==> src/p2a_pkg.sv <==
// Shared types, constants and codes for the pixel to ASCII mapper.
// No dependencies; every other file uses it through scoped names.
package p2a_pkg;

   localparam int PALETTE_SIZE = 16;
   localparam int MAX_COLUMNS  = 4096;
   localparam int MAX_ROWS     = 4096;
   localparam int QUEUE_DEPTH  = 4;

   localparam int CSR_DATA_W  = 64;
   localparam int CSR_INDEX_W = 3;
   localparam int DIM_W       = 13;
   localparam int LEN_W       = 5;
   localparam int PIX_W       = 8;
   localparam int CHAR_W      = 8;
   localparam int PALETTE_W   = 2 * CSR_DATA_W;

   typedef enum logic [CSR_INDEX_W-1:0] {
      CSR_PALETTE_LOW    = 3'd0,
      CSR_PALETTE_HIGH   = 3'd1,
      CSR_PALETTE_LENGTH = 3'd2,
      CSR_HIGHLIGHT      = 3'd3,
      CSR_IMAGE_WIDTH    = 3'd4,
      CSR_IMAGE_HEIGHT   = 3'd5
   } csr_index_type;

   localparam int LUMA_R = 299;
   localparam int LUMA_G = 587;
   localparam int LUMA_B = 114;
   localparam int SUM_W  = 18;   // 1000 * 255 fits

   // floor(x / 1000) = (x * 268436) >> 28 for every x below 2^18
   localparam int DIV1000_MUL   = 268436;
   localparam int DIV1000_W     = 19;
   localparam int DIV1000_SHIFT = 28;

   localparam int HIGHLIGHT_ADD = 32;
   localparam int GRAY_MAX      = 255;
   localparam logic [CHAR_W-1:0] CHAR_EMPTY = 8'd63;

   localparam int IDX_W  = $clog2(PALETTE_SIZE);
   localparam int PROD_W = PIX_W + IDX_W;

   // floor(p / 255) = (p * 4113) >> 20 for every p below 2^12
   localparam int DIV255_MUL   = 4113;
   localparam int DIV255_W     = 13;
   localparam int DIV255_SHIFT = 20;

   typedef struct packed {
      logic [PIX_W-1:0] gray;
      logic             eol;
      logic             eof;
   } q_entry_type;

   typedef struct packed {
      logic full;
      logic empty;
   } q_status_type;

   typedef struct packed {
      logic [DIM_W-1:0] width;
      logic [DIM_W-1:0] height;
   } geom_cfg_type;

   typedef struct packed {
      logic [PALETTE_W-1:0] palette;
      logic [LEN_W-1:0]     length;
      logic                 highlight;
   } map_cfg_type;

endpackage

==> src/p2a_front.sv <==
// Front end: accepts pixels, computes luma in two stages, tracks line/frame position.
// Depends on p2a_pkg; feeds p2a_queue.
module p2a_front #(
   parameter int MAX_COLUMNS = p2a_pkg::MAX_COLUMNS,
   parameter int MAX_ROWS    = p2a_pkg::MAX_ROWS
) (
   input  logic                       clock,
   input  logic                       reset,
   input  logic                       in_push,
   output logic                       in_full,
   input  logic [p2a_pkg::PIX_W-1:0]  in_blue,
   input  logic [p2a_pkg::PIX_W-1:0]  in_green,
   input  logic [p2a_pkg::PIX_W-1:0]  in_red,
   input  p2a_pkg::geom_cfg_type      geom,
   input  p2a_pkg::q_status_type      q_status,
   output logic                       q_push,
   output p2a_pkg::q_entry_type       q_data
);

   localparam int CW   = $clog2(MAX_COLUMNS);
   localparam int RW   = $clog2(MAX_ROWS);
   localparam int CE   = (CW + 1 > p2a_pkg::DIM_W) ? CW + 1 : p2a_pkg::DIM_W;
   localparam int RE   = (RW + 1 > p2a_pkg::DIM_W) ? RW + 1 : p2a_pkg::DIM_W;
   localparam int SW   = p2a_pkg::SUM_W;
   localparam int MW   = p2a_pkg::SUM_W + p2a_pkg::DIV1000_W;

   logic          s1_valid_ff, s1_valid_in;
   logic          s2_valid_ff, s2_valid_in;
   logic [SW-1:0] sum_ff, sum_in;
   logic          s1_eol_ff, s1_eof_ff, s2_eol_ff, s2_eof_ff;
   logic [p2a_pkg::PIX_W-1:0] gray_ff, gray_in;
   logic [CW-1:0] col_ff, col_in;
   logic [RW-1:0] row_ff, row_in;

   logic          ready1, ready2, accept;
   logic [CE-1:0] w_ext;
   logic [RE-1:0] h_ext;
   logic [CW-1:0] last_col;
   logic [RW-1:0] last_row;
   logic          eol, eof;
   logic [MW-1:0] div_prod;

   assign ready2  = !s2_valid_ff || !q_status.full;
   assign ready1  = !s1_valid_ff || ready2;
   assign in_full = !ready1;
   assign accept  = in_push && ready1;
   assign q_push  = s2_valid_ff && !q_status.full;

   // zero dimensions act as one, oversize ones saturate
   always_comb begin
      w_ext = CE'(geom.width);
      h_ext = RE'(geom.height);
      if (w_ext == '0) begin
         last_col = '0;
      end else if (w_ext > CE'(MAX_COLUMNS)) begin
         last_col = CW'(MAX_COLUMNS - 1);
      end else begin
         last_col = CW'(w_ext - CE'(1));
      end
      if (h_ext == '0) begin
         last_row = '0;
      end else if (h_ext > RE'(MAX_ROWS)) begin
         last_row = RW'(MAX_ROWS - 1);
      end else begin
         last_row = RW'(h_ext - RE'(1));
      end
   end

   always_comb begin
      eol    = col_ff >= last_col;
      eof    = eol && (row_ff >= last_row);
      col_in = col_ff;
      row_in = row_ff;
      if (accept) begin
         col_in = eol ? '0 : col_ff + CW'(1);
         if (eol) begin
            row_in = eof ? '0 : row_ff + RW'(1);
         end
      end
   end

   assign sum_in = SW'(in_red)   * SW'(p2a_pkg::LUMA_R)
                 + SW'(in_green) * SW'(p2a_pkg::LUMA_G)
                 + SW'(in_blue)  * SW'(p2a_pkg::LUMA_B);

   assign div_prod = MW'(sum_ff) * MW'(p2a_pkg::DIV1000_MUL);
   assign gray_in  = div_prod[p2a_pkg::DIV1000_SHIFT +: p2a_pkg::PIX_W];

   assign s1_valid_in = ready1 ? accept : s1_valid_ff;
   assign s2_valid_in = ready2 ? s1_valid_ff : s2_valid_ff;

   always_ff @(posedge clock) begin
      if (reset) begin
         s1_valid_ff <= 1'b0;
         s2_valid_ff <= 1'b0;
         col_ff      <= '0;
         row_ff      <= '0;
      end else begin
         s1_valid_ff <= s1_valid_in;
         s2_valid_ff <= s2_valid_in;
         col_ff      <= col_in;
         row_ff      <= row_in;
      end
   end

   always_ff @(posedge clock) begin
      if (ready1) begin
         sum_ff    <= sum_in;
         s1_eol_ff <= eol;
         s1_eof_ff <= eof;
      end
      if (ready2) begin
         gray_ff   <= gray_in;
         s2_eol_ff <= s1_eol_ff;
         s2_eof_ff <= s1_eof_ff;
      end
   end

   assign q_data.gray = gray_ff;
   assign q_data.eol  = s2_eol_ff;
   assign q_data.eof  = s2_eof_ff;

endmodule

==> src/p2a_queue.sv <==
// Short FIFO between the luma front end and the palette back end.
// Depends on p2a_pkg for the entry type and depth.
module p2a_queue (
   input  logic                  clock,
   input  logic                  reset,
   input  logic                  wr_en,
   input  p2a_pkg::q_entry_type  wr_data,
   input  logic                  rd_en,
   output p2a_pkg::q_entry_type  rd_data,
   output p2a_pkg::q_status_type status
);

   localparam int DEPTH = p2a_pkg::QUEUE_DEPTH;
   localparam int PW    = $clog2(DEPTH);
   localparam int NW    = $clog2(DEPTH + 1);

   p2a_pkg::q_entry_type entry_ff [DEPTH];
   logic [PW-1:0] head_ff, head_in;
   logic [PW-1:0] tail_ff, tail_in;
   logic [NW-1:0] count_ff, count_in;

   assign status.full  = count_ff == NW'(DEPTH);
   assign status.empty = count_ff == '0;
   assign rd_data      = entry_ff[head_ff];

   always_comb begin
      head_in  = rd_en ? PW'((head_ff + PW'(1)) % DEPTH) : head_ff;
      tail_in  = wr_en ? PW'((tail_ff + PW'(1)) % DEPTH) : tail_ff;
      count_in = count_ff + NW'(wr_en) - NW'(rd_en);
   end

   always_ff @(posedge clock) begin
      if (reset) begin
         head_ff  <= '0;
         tail_ff  <= '0;
         count_ff <= '0;
      end else begin
         head_ff  <= head_in;
         tail_ff  <= tail_in;
         count_ff <= count_in;
      end
   end

   always_ff @(posedge clock) begin
      if (wr_en) begin
         entry_ff[tail_ff] <= wr_data;
      end
   end

endmodule

==> src/p2a_back.sv <==
// Back end: highlight, palette index scaling and character lookup, with output register.
// Depends on p2a_pkg; drains p2a_queue.
module p2a_back (
   input  logic                        clock,
   input  logic                        reset,
   input  p2a_pkg::map_cfg_type        cfg,
   input  p2a_pkg::q_status_type       q_status,
   input  p2a_pkg::q_entry_type        q_data,
   output logic                        q_pop,
   output logic                        out_empty,
   input  logic                        out_pop,
   output logic [p2a_pkg::CHAR_W-1:0]  out_character,
   output logic                        out_end_of_line,
   output logic                        out_end_of_frame
);

   localparam int GW = p2a_pkg::PIX_W;
   localparam int IW = p2a_pkg::IDX_W;
   localparam int PW = p2a_pkg::PROD_W;
   localparam int DW = p2a_pkg::PROD_W + p2a_pkg::DIV255_W;
   localparam int LW = p2a_pkg::LEN_W;

   logic          b1_valid_ff, b1_valid_in;
   logic          b2_valid_ff, b2_valid_in;
   logic [PW-1:0] prod_ff, prod_in;
   logic          none_ff, none_in;
   logic          b1_eol_ff, b1_eof_ff;
   logic [p2a_pkg::CHAR_W-1:0] char_ff, char_in;
   logic          b2_eol_ff, b2_eof_ff;

   logic          ready1, ready2;
   logic [GW:0]   gray_sum;
   logic [GW-1:0] gray_hl;
   logic [LW-1:0] len_sat;
   logic [IW-1:0] len_m1;
   logic [DW-1:0] div_prod;
   logic [IW-1:0] idx;

   assign ready2    = !b2_valid_ff || out_pop;
   assign ready1    = !b1_valid_ff || ready2;
   assign q_pop     = ready1 && !q_status.empty;
   assign out_empty = !b2_valid_ff;

   always_comb begin
      gray_sum = (GW + 1)'(q_data.gray);
      if (cfg.highlight) begin
         gray_sum = gray_sum + (GW + 1)'(p2a_pkg::HIGHLIGHT_ADD);
      end
      gray_hl = (gray_sum > (GW + 1)'(p2a_pkg::GRAY_MAX)) ? GW'(p2a_pkg::GRAY_MAX)
                                                          : gray_sum[GW-1:0];
      len_sat = (cfg.length > LW'(p2a_pkg::PALETTE_SIZE)) ? LW'(p2a_pkg::PALETTE_SIZE)
                                                           : cfg.length;
      none_in = len_sat == '0;
      len_m1  = IW'(len_sat - LW'(1));
      prod_in = PW'(gray_hl) * PW'(len_m1);
   end

   // divide by 255 via reciprocal, then pick the palette byte
   always_comb begin
      div_prod = DW'(prod_ff) * DW'(p2a_pkg::DIV255_MUL);
      idx      = div_prod[p2a_pkg::DIV255_SHIFT +: IW];
      char_in  = none_ff ? p2a_pkg::CHAR_EMPTY
                         : cfg.palette[{idx, 3'd0} +: p2a_pkg::CHAR_W];
   end

   assign b1_valid_in = ready1 ? !q_status.empty : b1_valid_ff;
   assign b2_valid_in = ready2 ? b1_valid_ff : b2_valid_ff;

   always_ff @(posedge clock) begin
      if (reset) begin
         b1_valid_ff <= 1'b0;
         b2_valid_ff <= 1'b0;
      end else begin
         b1_valid_ff <= b1_valid_in;
         b2_valid_ff <= b2_valid_in;
      end
   end

   always_ff @(posedge clock) begin
      if (ready1) begin
         prod_ff   <= prod_in;
         none_ff   <= none_in;
         b1_eol_ff <= q_data.eol;
         b1_eof_ff <= q_data.eof;
      end
      if (ready2) begin
         char_ff   <= char_in;
         b2_eol_ff <= b1_eol_ff;
         b2_eof_ff <= b1_eof_ff;
      end
   end

   assign out_character    = char_ff;
   assign out_end_of_line  = b2_eol_ff;
   assign out_end_of_frame = b2_eof_ff;

endmodule

==> src/pixel_to_ascii_mapper_core.sv <==
// Pixel to ASCII mapper top level: register file, front end, queue, back end.
// Throughput: one request per cycle unless pop holds results back; set by the two-stage
// luma path and the two-stage palette path, decoupled by a 4-entry queue.
// Reset (synchronous): pipelines and queue empty, counters zero, registers at defaults.
// Depends on p2a_pkg, p2a_front, p2a_queue, p2a_back.
module pixel_to_ascii_mapper_core #(
   parameter int MAX_COLUMNS = p2a_pkg::MAX_COLUMNS,
   parameter int MAX_ROWS    = p2a_pkg::MAX_ROWS
) (
   input  logic                             clock,
   input  logic                             reset,
   input  logic                             push,
   output logic                             full,
   input  logic [p2a_pkg::PIX_W-1:0]        req_blue,
   input  logic [p2a_pkg::PIX_W-1:0]        req_green,
   input  logic [p2a_pkg::PIX_W-1:0]        req_red,
   output logic                             empty,
   input  logic                             pop,
   output logic [p2a_pkg::CHAR_W-1:0]       rsp_character,
   output logic                             rsp_end_of_line,
   output logic                             rsp_end_of_frame,
   input  logic                             csr_write_enable,
   input  logic [p2a_pkg::CSR_INDEX_W-1:0]  csr_index,
   input  logic [p2a_pkg::CSR_DATA_W-1:0]   csr_data
);

   logic [p2a_pkg::CSR_DATA_W-1:0] pal_low_ff, pal_high_ff;
   logic [p2a_pkg::LEN_W-1:0]      pal_len_ff;
   logic                           highlight_ff;
   logic [p2a_pkg::DIM_W-1:0]      width_ff, height_ff;

   p2a_pkg::geom_cfg_type geom;
   p2a_pkg::map_cfg_type  map_cfg;
   p2a_pkg::q_status_type q_status;
   p2a_pkg::q_entry_type  q_wr_data, q_rd_data;
   logic                  q_push, q_pop;

   always_ff @(posedge clock) begin
      if (reset) begin
         pal_low_ff   <= '0;
         pal_high_ff  <= '0;
         pal_len_ff   <= '0;
         highlight_ff <= 1'b0;
         width_ff     <= p2a_pkg::DIM_W'(1);
         height_ff    <= p2a_pkg::DIM_W'(1);
      end else if (csr_write_enable) begin
         unique case (p2a_pkg::csr_index_type'(csr_index))
            p2a_pkg::CSR_PALETTE_LOW:    pal_low_ff   <= csr_data;
            p2a_pkg::CSR_PALETTE_HIGH:   pal_high_ff  <= csr_data;
            p2a_pkg::CSR_PALETTE_LENGTH: pal_len_ff   <= csr_data[p2a_pkg::LEN_W-1:0];
            p2a_pkg::CSR_HIGHLIGHT:      highlight_ff <= csr_data[0];
            p2a_pkg::CSR_IMAGE_WIDTH:    width_ff     <= csr_data[p2a_pkg::DIM_W-1:0];
            p2a_pkg::CSR_IMAGE_HEIGHT:   height_ff    <= csr_data[p2a_pkg::DIM_W-1:0];
            default: begin
            end
         endcase
      end
   end

   assign geom.width        = width_ff;
   assign geom.height       = height_ff;
   assign map_cfg.palette   = {pal_high_ff, pal_low_ff};
   assign map_cfg.length    = pal_len_ff;
   assign map_cfg.highlight = highlight_ff;

   p2a_front #(
      .MAX_COLUMNS (MAX_COLUMNS),
      .MAX_ROWS    (MAX_ROWS)
   ) u_front (
      .clock    (clock),
      .reset    (reset),
      .in_push  (push),
      .in_full  (full),
      .in_blue  (req_blue),
      .in_green (req_green),
      .in_red   (req_red),
      .geom     (geom),
      .q_status (q_status),
      .q_push   (q_push),
      .q_data   (q_wr_data)
   );

   p2a_queue u_queue (
      .clock   (clock),
      .reset   (reset),
      .wr_en   (q_push),
      .wr_data (q_wr_data),
      .rd_en   (q_pop),
      .rd_data (q_rd_data),
      .status  (q_status)
   );

   p2a_back u_back (
      .clock            (clock),
      .reset            (reset),
      .cfg              (map_cfg),
      .q_status         (q_status),
      .q_data           (q_rd_data),
      .q_pop            (q_pop),
      .out_empty        (empty),
      .out_pop          (pop),
      .out_character    (rsp_character),
      .out_end_of_line  (rsp_end_of_line),
      .out_end_of_frame (rsp_end_of_frame)
   );

   a_no_push_full: assert property (@(posedge clock) disable iff (reset)
      q_push |-> !q_status.full)
      else $error("queue written while full");

   a_no_pop_empty: assert property (@(posedge clock) disable iff (reset)
      q_pop |-> !q_status.empty)
      else $error("queue read while empty");

   a_reset_empty: assert property (@(posedge clock)
      reset |=> empty)
      else $error("result pending right after reset");

   a_eof_has_eol: assert property (@(posedge clock) disable iff (reset)
      (!empty && rsp_end_of_frame) |-> rsp_end_of_line)
      else $error("end of frame without end of line");

endmodule
==> config.mk <==
export PLATFORM = sky130hd
export DESIGN_NAME = pixel_to_ascii_mapper_core
export DESIGN_NICKNAME = d
export VERILOG_FILES = /design/src/p2a_pkg.sv /design/src/p2a_front.sv /design/src/p2a_queue.sv /design/src/p2a_back.sv /design/src/pixel_to_ascii_mapper_core.sv
export SDC_FILE = /design/constraint.sdc
export NUM_CORES = 1
export LEC_CHECK = 0
export BUFFER_PORTS_ARGS = -buffer_cell sky130_fd_sc_hd__buf_2
export CELL_PAD_IN_SITES_DETAIL_PLACEMENT = 0
export CELL_PAD_IN_SITES_GLOBAL_PLACEMENT = 1
export CORE_ASPECT_RATIO = 0.6
export CORE_MARGIN = 10
export CORE_UTILIZATION = 53
export DETAILED_ROUTE_END_ITERATION = 7
export PLACE_DENSITY_LB_ADDON = 0.3
export SYNTH_ARGS = -nofsm -noshare
export SYNTH_HDL_FRONTEND = slang
export SYNTH_SLANG_ARGS = --single-unit
==> constraint.sdc <==
create_clock -name clock -period 18 [get_ports clock]
set_input_delay 0.9 -clock clock [delete_from_list [all_inputs] [get_ports clock]]
set_output_delay 0.9 -clock clock [all_outputs]
set_load 0.02 [all_outputs]
## Yosys cells after proc, flatten, opt, wreduce, memory -nomap -nowiden

Memories as Yosys holds them, arrays and structs flattened. A register that Yosys moved wholly into a read port is not among the register bits.
Cells that the tools add are included.

| storage, ports and cells | value |
|---|---|
| word-level logic and storage cells | 100 |
| output and inout port bits | 12 |
| memories kept | 1 |
| bits of input ports | 96 |
| memory bits (writable) | 40 |
| flip-flop bits (word level) | 250 |

| cells by class | value |
|---|---|
| order comparisons | 6 |
| multiplexer cells | 13 |
| equality and inequality tests | 6 |
| $mul | 6 |
| shifts and indexed selects | 1 |
| reductions and logical operators | 27 |
| add/subtract/negate cells | 12 |

Memory list:

| memory | words | bits a word | read ports | clocked after Yosys merged registers in | write ports | RTL line | RTL |
|---|---|---|---|---|---|---|---|
| u_queue.entry_ff | 4 | 10 | 1 | 1 | 1 | p2a_queue.sv:17 | `p2a_pkg::q_entry_type entry_ff [DEPTH];` |

Operators by type and width:

| kind | number |
|---|---|
| indexed part select 128 x 8 -> 8 bit | 1 |
| two-way mux 12 bit | 6 |
| multiplier 18 x 17 -> 34 bit (second input constant) | 1 |
| > comparator 13 bit (second input constant) | 2 |
| logical NOT 13 bit | 2 |
| adder 12 x 1 -> 12 bit (second input constant) | 2 |
| >= comparator 12 bit | 2 |
| multiplier 12 x 13 -> 24 bit (second input constant) | 1 |
| subtractor 12 x 1 -> 12 bit (second input constant) | 2 |
| adder 17 x 18 -> 18 bit | 1 |
| adder 18 x 15 -> 18 bit | 1 |
| multiplier 8 x 10 -> 18 bit (second input constant) | 1 |
| multiplier 8 x 9 -> 17 bit (second input constant) | 1 |
| multiplier 8 x 6 -> 14 bit (second input constant) | 1 |
| AND reduction 2 bit | 7 |
| multiplier 8 x 4 -> 12 bit | 1 |
| adder 8 x 6 -> 9 bit (second input constant) | 1 |
| equality test 3 bit (second input constant) | 3 |
| > comparator 9 x 8 -> 1 bit (second input constant) | 1 |
| two-way mux 9 bit | 1 |
| two-way mux 8 bit | 1 |
| logical NOT 1 bit | 7 |
| equality test 3 x 2 -> 1 bit (second input constant) | 2 |
| logical NOT 3 bit | 2 |
| other kinds (12) | 21 |

## Longest topological paths before layout

Gate-level depths: netlist (run 1).

| logic depth | value |
|---|---|
| depth after elaboration | 6 |
| depth in mapped cells | 26 |

## Modules after synthesis

Synthesis (run 1) repeated with hierarchy kept, for this count alone.

| second synthesis, totals | value |
|---|---|
| cell total of the unflattened synthesis | 2421 |
| area, all modules | 23837.9 µm² |

Modules (own cells, without submodules):

| module | area an instance (µm²) | sequential area each (µm²) | cells each | times used |
|---|---|---|---|---|
| p2a_front | 10916.7 | 1421.4 | 1176 | 1 |
| pixel_to_ascii_mapper_core | 6491.2 | 3203.1 | 597 | 1 |
| p2a_back | 4548.1 | 790.8 | 554 | 1 |
| p2a_queue | 1881.8 | 1381.3 | 94 | 1 |

## Worst setup path before layout (run 1)

No wires, ideal clock.

| path | value |
|---|---|
| path kind | input -> register |
| start point | input req_blue[0] (netlist name) |
| end point | register u_front.sum_ff[17], data pin |
| buffers on the path | 0 |
| arrival time | 6.277 ns |
| data required time | 17.740 ns |
| slack | 11.463 ns |
| stages on the path | 23 |
| library setup time | 0.260 ns |
| cell sequence | fa_1 > inv_1 > fa_1 > inv_1 > ha_1 > ha_1 > fa_1 > xor2_1 > ha_1 > fa_1 > inv_1 > fa_1 > inv_1 > fa_1 > ha_1 > nand3_1 > a211oi_1 > nor3_1 > nor3_1 > nand4_1 > nand4b_1 > a21oi_1 > xnor2_1 |

| between the ends | value |
|---|---|
| longest elaborated chain between the ends | 2 |

RTL lines:

| what | RTL line | RTL |
|---|---|---|
| start: declaration | pixel_to_ascii_mapper_core.sv:14 | `input logic [p2a_pkg::PIX_W-1:0] req_blue,` |
| multiplier 8 x 6 -> 14 bit | p2a_front.sv:84 | `+ SW'(in_blue) * SW'(p2a_pkg::LUMA_B);` |
| adder 18 x 15 -> 18 bit | p2a_front.sv:84 |  |
| named net u_front.sum_in[17] | p2a_front.sv:29 | `logic [SW-1:0] sum_ff, sum_in;` |
| end signal: assignment | p2a_front.sv:108 | `sum_ff <= sum_in;` |
| end: declaration | p2a_front.sv:29 |  |

The timed path passes the listed nets, and every way through them passes these cells.
A chain may end at the register's enable or synchronous reset.

## Worst setup path after layout (run 1)

Ends and elaborated chain as after synthesis.

==> metrics.txt, run 1 <==
total CTS buffers=29; Layout fillers=3424; DP HPWL=41.5 mm; synthesis-to-layout area growth=9.44%; WP data arrival=6.92 ns; area leader, netlist=ha_1; CTS resizes=0; Root Driver=clkbuf_16; mapped cell area=21400 um2; vias in the first global route=16100; fraction of synthesized cell area in xor and xnor cells=3.15%; CP Max Fanout=5; final WL=54.1 mm; Post-CTS Setup Inserts=0; minimum clock period=6.62 ns; aggregate global routing overflow=0; top_reg_cell synth=dfxtp_1; Hold Violations, Final=0; Storage cell area=6800 um2; asr flop ratio synth=0%; Starting Density=54.2%; largest family of logic cells by synthesized area=adder cells; CP Capture Type=flip-flop; CTS Hold Bufs=0; Synth Register Bits=292; worst min path class=reg2reg; largest net degree at the start of global routing=102; Layout Nets=2943; die area=49100 um2; count of cell types in the netlist=76; Final Skew=0.0150 ns; status=finished, final reports clean; max cap viols=0; num rows=56; Setup TNS=0 ns; syn avg cell area=9.27 um2; area occupied by multi-input gates=13200 um2; initial antenna violation count=3; setup violators final=0; I/O pin count=108; Yosys warning count=0; Fmax=151 MHz; Slew @ Worst Pin=1.07 ns; DRC violations left=0; sequential area share after synthesis=31.8%; H-tree levels=1; number of clock sinks=292; CP required=18.30 ns; later-pin clock latency in the skew report=0.56 ns; period utilization=36.8%; RSZ-0062 raised after global routing=no; DRT antenna net count=0; RePlAce Congestion=0.910; critical path startpoint category=input pin; via count=16200; Die Y=176 um; share of layout cells above drive strength 1=8.45%; adder-cell share of the synthesized area=32.0%; mean routed wirelength per cell=18.5 um; top cells by area, synth=ha_1, dfxtp_1, edfxtp_1, fa_1, nand2_1; syn_nets=2870; slew margin rel.=28.5%; Synth Area in Simple Gates=13.6%; global-route wire length before repair=87.0 mm; Clock Tree Buf Depth=3; final slew viol count=0; clock-pin slew on the worst setup and hold paths=0.06 ns; chip width=279 um; DR vias/cell=5.55; PortBufs=107; First-pass DRT Iterations=7; Post-synth EDFFs=95; CTS tree=yes; mux cell area share after synthesis=1.80%; Synth Instances=2308; top cell type's share of synthesized area=19.5%; Synth Area in Compound Gates=11.0%; Initial DRC Count=1430; Crit Path Category=in2reg; total track usage=21.8%; core box area=39400 um2
-- cell type report --
type | count | area share, %
multi-input combinational | 1639 | 56.3
sequential | 292 | 29.0
inverter | 302 | 4.84
clock buffer | 36 | 3.34
tap | 522 | 2.79
timing repair buffer | 117 | 2.63
clock inverter | 16 | 1.07
antenna | 1 | 0.0107
-- cells in the final DEF (no fill, tap or decap), drive strengths merged, types with 7 or more instances in the layout --
cell,count
nor2,140
buf,117
nand2,374
a21o,16
o31a,7
clkbuf,36
nand4,16
nor2b,11
edfxtp,95
and2,10
o21a,9
ha,333
xor2,34
nor3,28
nand3,27
o21bai,7
mux4,10
or2,8
o22ai,50
mux2i,8
mux2,7
a21oi,223
inv,304
dfxtp,197
fa,133
o21ai,39
nand2b,13
xnor2,43
a211oi,7
and3,13
-- synthesized netlist by cell type, drive strengths merged (4+ instances only) --
library cell	n
o22ai	50
ha	333
o21ai	39
nor2b	11
nand4	16
buf	8
a41oi	4
nor3	28
nor4	5
nand3b	6
xnor2	43
o21a	9
nor2	140
dfxtp	197
o21bai	7
and4	4
nand2b	13
edfxtp	95
or4	4
a21oi	223
mux2	7
inv	301
and3	13
clkbuf	67
o221ai	4
mux2i	8
nand3	27
a211oi	7
or2	8
o31a	7
fa	133
a221oi	4
a21o	16
xor2	34
o22a	4
mux4	10
and2	10
nand2	374
-- layer usage --
layer  up-vias  track usage, %  part of all wire (%)
li1       7910               -                     -
met1      7795            33.0                    50
met2       493            31.2                    41
met3        44            5.92                   9.0
met4         0            2.67                  0.97
met5         -               0                     0
-- state kept, by name, indices dropped and copies added, names as in the netlist, 12 cells and up, named ones only --
name and cells:
u_front.col_ff 12, u_front.row_ff 12, u_front.sum_ff 18, u_queue.entry_ff 40, width_ff 13, pal_high_ff 64, height_ff 13, pal_low_ff 64
u_back.prod_ff 12
-- worst paths after layout --
path | startpoint | endpoint | slack, ns | depth (start not counted)
min reg2reg | u_back.b1_eof_ff$_DFFE_PP_ | u_back.out_end_of_frame$_DFFE_PP_ | 0.42 | 0
min | u_back.b1_eof_ff$_DFFE_PP_ | u_back.out_end_of_frame$_DFFE_PP_ | 0.42 | 0
max | req_blue[0] | u_front.sum_ff[17]$_DFFE_PN_ | 11.38 | 24
max reg2reg | u_front.sum_ff[6]$_DFFE_PN_ | u_front.gray_ff[7]$_DFFE_PP_ | 12.04 | 18
-- logic make-up (layout without fill, tap and decap cells) --
logic type | count (synthesis) | in the layout
flip-flops | 292 | 292
multiplexers | 25 | 25
adder cells (fa/ha/maj) | 468 | 468
AND/OR/NAND/NOR | 669 | 669
buffers and inverters | 377 | 471
AO/OA/AOI/OAI | 400 | 400
XOR/XNOR | 77 | 77
other | 0 | 1
-- through the flow --
stage	instances	util (%)	setup WS (ns)	hold slack, ns	instance area [um2]
final	2925	59.4	11.38	0.422	23400
after global routing	2925	59.4	11.08	0.426	23400
after detailed placement	2872	56.7	10.87	0.409	22400
after CTS	2924	59.4	11.43	0.424	23400
after global placement	2872	56.7	11.03	0.406	22400
after floorplan	2308	-	11.46	0.400	21400
-- critical path, stage by stage --
cell      delay, ns
buf_2          0.13
fa_1           0.53
inv_1          0.05
fa_1           0.47
inv_1          0.04
ha_1           0.28
ha_1           0.23
fa_1           0.40
xor2_1         0.21
ha_1           0.29
fa_1           0.50
inv_1          0.05
fa_1           0.48
inv_1          0.06
fa_1           0.48
ha_1           0.39
nand3_1        0.10
a211oi_1       0.30
nor3_1         0.11
nor3_1         0.43
nand4_1        0.16
nand4b_1       0.12
a21oi_1        0.09
xnor2_1        0.13
Power of run 1 is left out: the tool's default activity adds up to more than one toggle a clock period on the data nets, which glitch-free logic cannot reach.
==> inputs of run 2 (changes only) <==
--- a/config.mk
+++ b/config.mk
@@ -10,7 +10,7 @@
 export CELL_PAD_IN_SITES_GLOBAL_PLACEMENT = 1
 export CORE_ASPECT_RATIO = 0.6
 export CORE_MARGIN = 10
-export CORE_UTILIZATION = 53
+export CORE_UTILIZATION = 44
 export DETAILED_ROUTE_END_ITERATION = 7
 export PLACE_DENSITY_LB_ADDON = 0.3
 export SYNTH_ARGS = -nofsm -noshare
==> constraint.sdc (replaced) <==
create_clock -name clock -period 5.37 [get_ports clock]
set_input_delay 0.2685 -clock clock [delete_from_list [all_inputs] [get_ports clock]]
set_output_delay 0.2685 -clock clock [all_outputs]
set_load 0.02 [all_outputs]
==> run 2 against run 1 <==
Count of clock-buffer cells in the layout is 8 higher; via count is 2.8% higher; first-iteration DRC count is 0.77% higher; final cell count is 8.9% higher; register-to-register slack worse by 12 ns; design area is 6.6% higher; utilization is 7.3 points lower; non-clock buffer count is 135 higher; sequential share of layout area is 1.8 points lower; die area is 18% higher; largest cell class unchanged.
==> metrics.txt, run 2 (synthesis results as in run 1) <==
Crit Path Category=in2reg; First-pass DRT Iterations=6; synthesis-to-layout area growth=16.7%; Root Driver=clkbuf_16; max cap viols=0; RSZ-0062 raised after global routing=yes; H-tree levels=1; Clock Tree Buf Depth=3; chip width=305 um; initial antenna violation count=3; clock-pin slew on the worst setup and hold paths=0.06 ns; Layout Nets=3079; Die Y=191 um; r2r worst-path depth=18; largest net degree at the start of global routing=102; num rows=62; Core Util, Final=52.1%; slew margin rel.=40.9%; DR vias/cell=5.24; critical path startpoint category=input pin; vias in the first global route=16700; RePlAce Congestion=0.915; aggregate global routing overflow=0; I/O pin count=108; share of layout cells above drive strength 1=12.5%; CP Buf/Inv Count=5; Storage cell area=6800 um2; final WL=57.2 mm; most frequent cells in the layout=nand2_1, ha_1, inv_1; DRC violations left=0; number of clock sinks=292; Initial DRC Count=1441; hold path depth=3; total CTS buffers=30; CP Max Fanout=4; routing usage on met1=30.4%; CP required=5.69 ns; most common cell after layout, fill and taps aside=nand2_1; CP max-delay cell=fa_1; DP HPWL=44.3 mm; max incr delay on CP=0.54 ns; Hold Violations, Final=0; Largest regs=pal_high_ff: 64 flops, pal_low_ff: 64 flops, u_queue.entry_ff: 40 flops; mean routed wirelength per cell=18.0 um; worst min path class=in2reg; Starting Density=44.6%; WP depth=24; via count=16700; routing layer with the top usage in global route=met1; global-route wire length before repair=91.9 mm; CP delay by family, top=adder cells; area occupied by multi-input gates=13400 um2; WP data arrival=5.62 ns; core box area=47900 um2; Slew @ Worst Pin=0.885 ns; CP cell instances=buf_6, fa_1, inv_2, fa_1, inv_2, ha_4, ha_4, fa_2, xor2_1, ha_1, fa_1, inv_1, fa_2, inv_1, fa_1, ha_4, nand3_2, a211oi_2, nor3_2, nor3_2, nand4_1, nand4b_1, a21oi_2, xnor2_1; CP Capture Type=flip-flop; PortBufs=107; Fmax=189 MHz; final slew viol count=0; grt met2 use=26.7%; most used cell, CP=fa_1; total track usage=19.4%; die area=58100 um2; period utilization=98.8%; later-pin clock latency in the skew report=0.57 ns; Final Skew=0.0165 ns; Layout fillers=4448; met3 Resource Use GR=4.04%; status=finished, final reports clean; setup violators final=0; DRT antenna net count=0; minimum clock period=5.30 ns; CTS tree=yes
run 2: changes by cell type in the layout (fill, tap and decap cells not counted), moves of 4 or more:
cell,change
buf_4,+76
clkbuf_1,+4
a21oi_1,-10
ha_1,-9
ha_4,+6
dlygate4sd3_1,+59
a21oi_2,+10
bufinv_16,-4
run 2: area by class of cell:
type	instances	share of cell area (%)
diodes	4	0.0401
clock buffers	44	3.55
repair buffers	252	7.17
flip-flops and latches	292	27.2
well taps	640	3.21
clock inverters	12	0.496
inverters	302	4.54
multi-input cells	1639	53.8
run 2: final timing paths:
check        slack, ns                               end                   startpoint
max               0.07      u_front.sum_ff[17]$_DFFE_PN_                  req_blue[0]
min reg2reg       0.42  u_back.out_end_of_line$_DFFE_PP_   u_back.b1_eol_ff$_DFFE_PP_
max reg2reg       0.14      u_front.gray_ff[7]$_DFFE_PP_  u_front.sum_ff[7]$_DFFE_PN_
min               0.04       pal_high_ff[0]$_SDFFE_PP0P_                  csr_data[0]
run 2: repair_timing:
| item | in CTS | in global routing |
|---|---|---|
| gates resized for setup | 4 | 32 |
| hold buffers | 59 | 0 |
| setup buffers | 0 | 5 |
| pin swaps | 1 | 21 |
| hold endpoints to repair | 122 | 0 |
| endpoints found under the setup margin | 4 | 10 |
run 2: metrics by stage:
step	worst slack [ns]	hold WS (ns)	std cells	TNS (ns)	area, um2
after detailed placement	-0.613	0.408	3062	-3.23	23100
after floorplan	-0.220	0.390	2308	-0.533	21500
after global placement	-0.534	0.405	3062	-2.53	23100
after CTS	0.0292	0.0199	3177	0	24700
after global routing	-0.192	0.0282	3184	-0.412	25000
final	0.0661	0.0421	3185	0	25000
run 2: metal layers:
layer  up-vias  part of all wire (%)
met3        82                   7.3
met1      7948                    52
li1       8203                     -
met4         0                   1.9
met2       461                    39
met5         -                     0
run 2: worst min-delay path, stage by stage:
cell and delay, ns:
buf_2 0.16, nand2_1 0.07, a21oi_1 0.05
Power of run 2 is left out for the same reason.
==> inputs of run 3 (changes only) <==
==> constraint.sdc (replaced) <==
create_clock -name clock -period 4.39 [get_ports clock]
set_input_delay 0.2195 -clock clock [delete_from_list [all_inputs] [get_ports clock]]
set_output_delay 0.2195 -clock clock [all_outputs]
set_load 0.02 [all_outputs]
==> run 3 against run 2 <==
The run now ends with setup timing left; sequential share of layout area is 1.7 points lower; register-to-register slack worse by 0.74 ns; via count is 2.9% higher; utilization is 3.4 points higher; first-iteration DRC count is 12% lower; final cell count is 3.7% higher; global-route usage is 0.49 points higher; critical path type unchanged; largest cell class unchanged.
==> metrics.txt, run 3 (synthesis results as in run 1) <==
vias in the first global route=17400; worst slack at placement=-1.53 ns; clock-pin slew on the worst setup and hold paths=0.06 ns; RePlAce Congestion=0.904; Crit Path Category=in2reg; RSZ-0062 raised after global routing=yes; CTS tree=yes; worst min path class=in2reg; Layout Nets=3201; number of clock sinks=292; DRC violations left=0; global-route wire length before repair=94.6 mm; Initial DRC Count=1272; DP HPWL=45.1 mm; max cap viols=0; final WL=58.8 mm; share of layout cells above drive strength 1=20.1%; later-pin clock latency in the skew report=0.58 ns; mean routed wirelength per cell=17.8 um; synthesis-to-layout area growth=24.4%; DRT antenna net count=0; CP max-delay cell=fa_2; Root Driver=clkbuf_16; total track usage=19.9%; Clock Tree Buf Depth=3; Die Y=191 um; CP cell instances=buf_4, fa_1, inv_1, fa_1, inv_1, ha_4, ha_4, fa_2, xor2_4, ha_4, fa_1, inv_2, fa_2, inv_2, fa_2, ha_4, buf_6, a21oi_4, o21ai_2, a41oi_2, a21oi_2, a21o_1, a21oi_2, xnor2_1; Fmax=194 MHz; First-pass DRT Iterations=5; slew margin rel.=29.3%; most used cell, CP=ha_4; num rows=62; I/O pin count=108; die area=58100 um2; CP required=4.70 ns; setup violators final=18; Hold Violations, Final=0; status=finished, violations left; chip width=305 um; Final Skew=0.0247 ns; Starting Density=44.6%; Slew @ Worst Pin=1.06 ns; Core Util, Final=55.5%; critical path startpoint category=input pin; total CTS buffers=29; failing checks=setup timing; CP Max Fanout=3; initial antenna violation count=2; max incr delay on CP=0.53 ns; period utilization=118%; minimum clock period=5.17 ns; aggregate global routing overflow=0; design area=26600 um2; via count=17200; core box area=47900 um2; post-route setup slack=-0.775 ns; most frequent cells in the layout=nand2_1, ha_1, inv_1; DP Area=23900 um2; Layout fillers=4229; H-tree levels=1; DR vias/cell=5.20; most common cell after layout, fill and taps aside=nand2_1; PortBufs=107; Largest regs=pal_high_ff: 64 flops, pal_low_ff: 64 flops, u_queue.entry_ff: 40 flops; CP Capture Type=flip-flop; final slew viol count=0; largest net degree at the start of global routing=134; WP data arrival=5.47 ns
==> run 3: final timing paths <==
path / from / to / slack, ns / cells after the start
max reg2reg: u_front.sum_ff[6]$_DFFE_PN_ / u_front.gray_ff[7]$_DFFE_PP_ / -0.60 / 18
min: csr_data[2] / pal_low_ff[2]$_SDFFE_PP0P_ / 0.04 / 3
min reg2reg: u_back.b1_eol_ff$_DFFE_PP_ / u_back.out_end_of_line$_DFFE_PP_ / 0.42 / 0
max: req_blue[1] / u_front.sum_ff[16]$_DFFE_PN_ / -0.78 / 24
==> run 3: what timing repair did <==
action,in CTS,in global routing
resized for setup,54,114
setup buffers,14,16
cloned,0,0
hold endpoints to repair,153,0
setup endpoints to repair,21,29
pin swaps,54,59
hold buffers,65,0
==> run 3: final cells by class <==
cell class                      instances  area (um2)  share of cell area [%]
Sequential cell                       292        6800                    25.6
Clock inverter                         15         171                   0.644
Inverter                              302        1140                    4.28
Multi-Input combinational cell       1639       14000                    52.6
Antenna cell                            2        5.00                  0.0188
Tap cell                              640         801                    3.01
Timing Repair Buffer                  375        2820                    10.6
Clock buffer                           39         866                    3.25
==> run 3: per-layer routing <==
| layer | share of wire, % | track usage, % | vias up |
|---|---|---|---|
| li1 | - | - | 8447 |
| met1 | 50 | 30.5 | 8197 |
| met2 | 41 | 28.1 | 481 |
| met3 | 7.6 | 4.49 | 58 |
| met4 | 1.4 | 3.46 | 0 |
| met5 | 0 | 0 | - |
==> run 3: per-stage QoR <==
stage,cells,hold WS [ns],setup TNS [ns]
finish,3304,0.0370,-9.12
global route,3304,0.0185,-11.57
CTS,3286,0.000697,-8.50
detailed placement,3154,0.410,-16.94
global placement,3154,0.405,-15.78
floorplan,2308,0.341,-8.77
==> run 3: worst max-delay path, delay by kind of cell <==
kind	cells	cell delay (ns)
AO/OA/AOI/OAI	6	0.84
buffers and inverters	6	0.44
adder cells (fa/ha/maj)	10	3.72
XOR/XNOR	2	0.26
Power of run 3 is left out for the same reason.
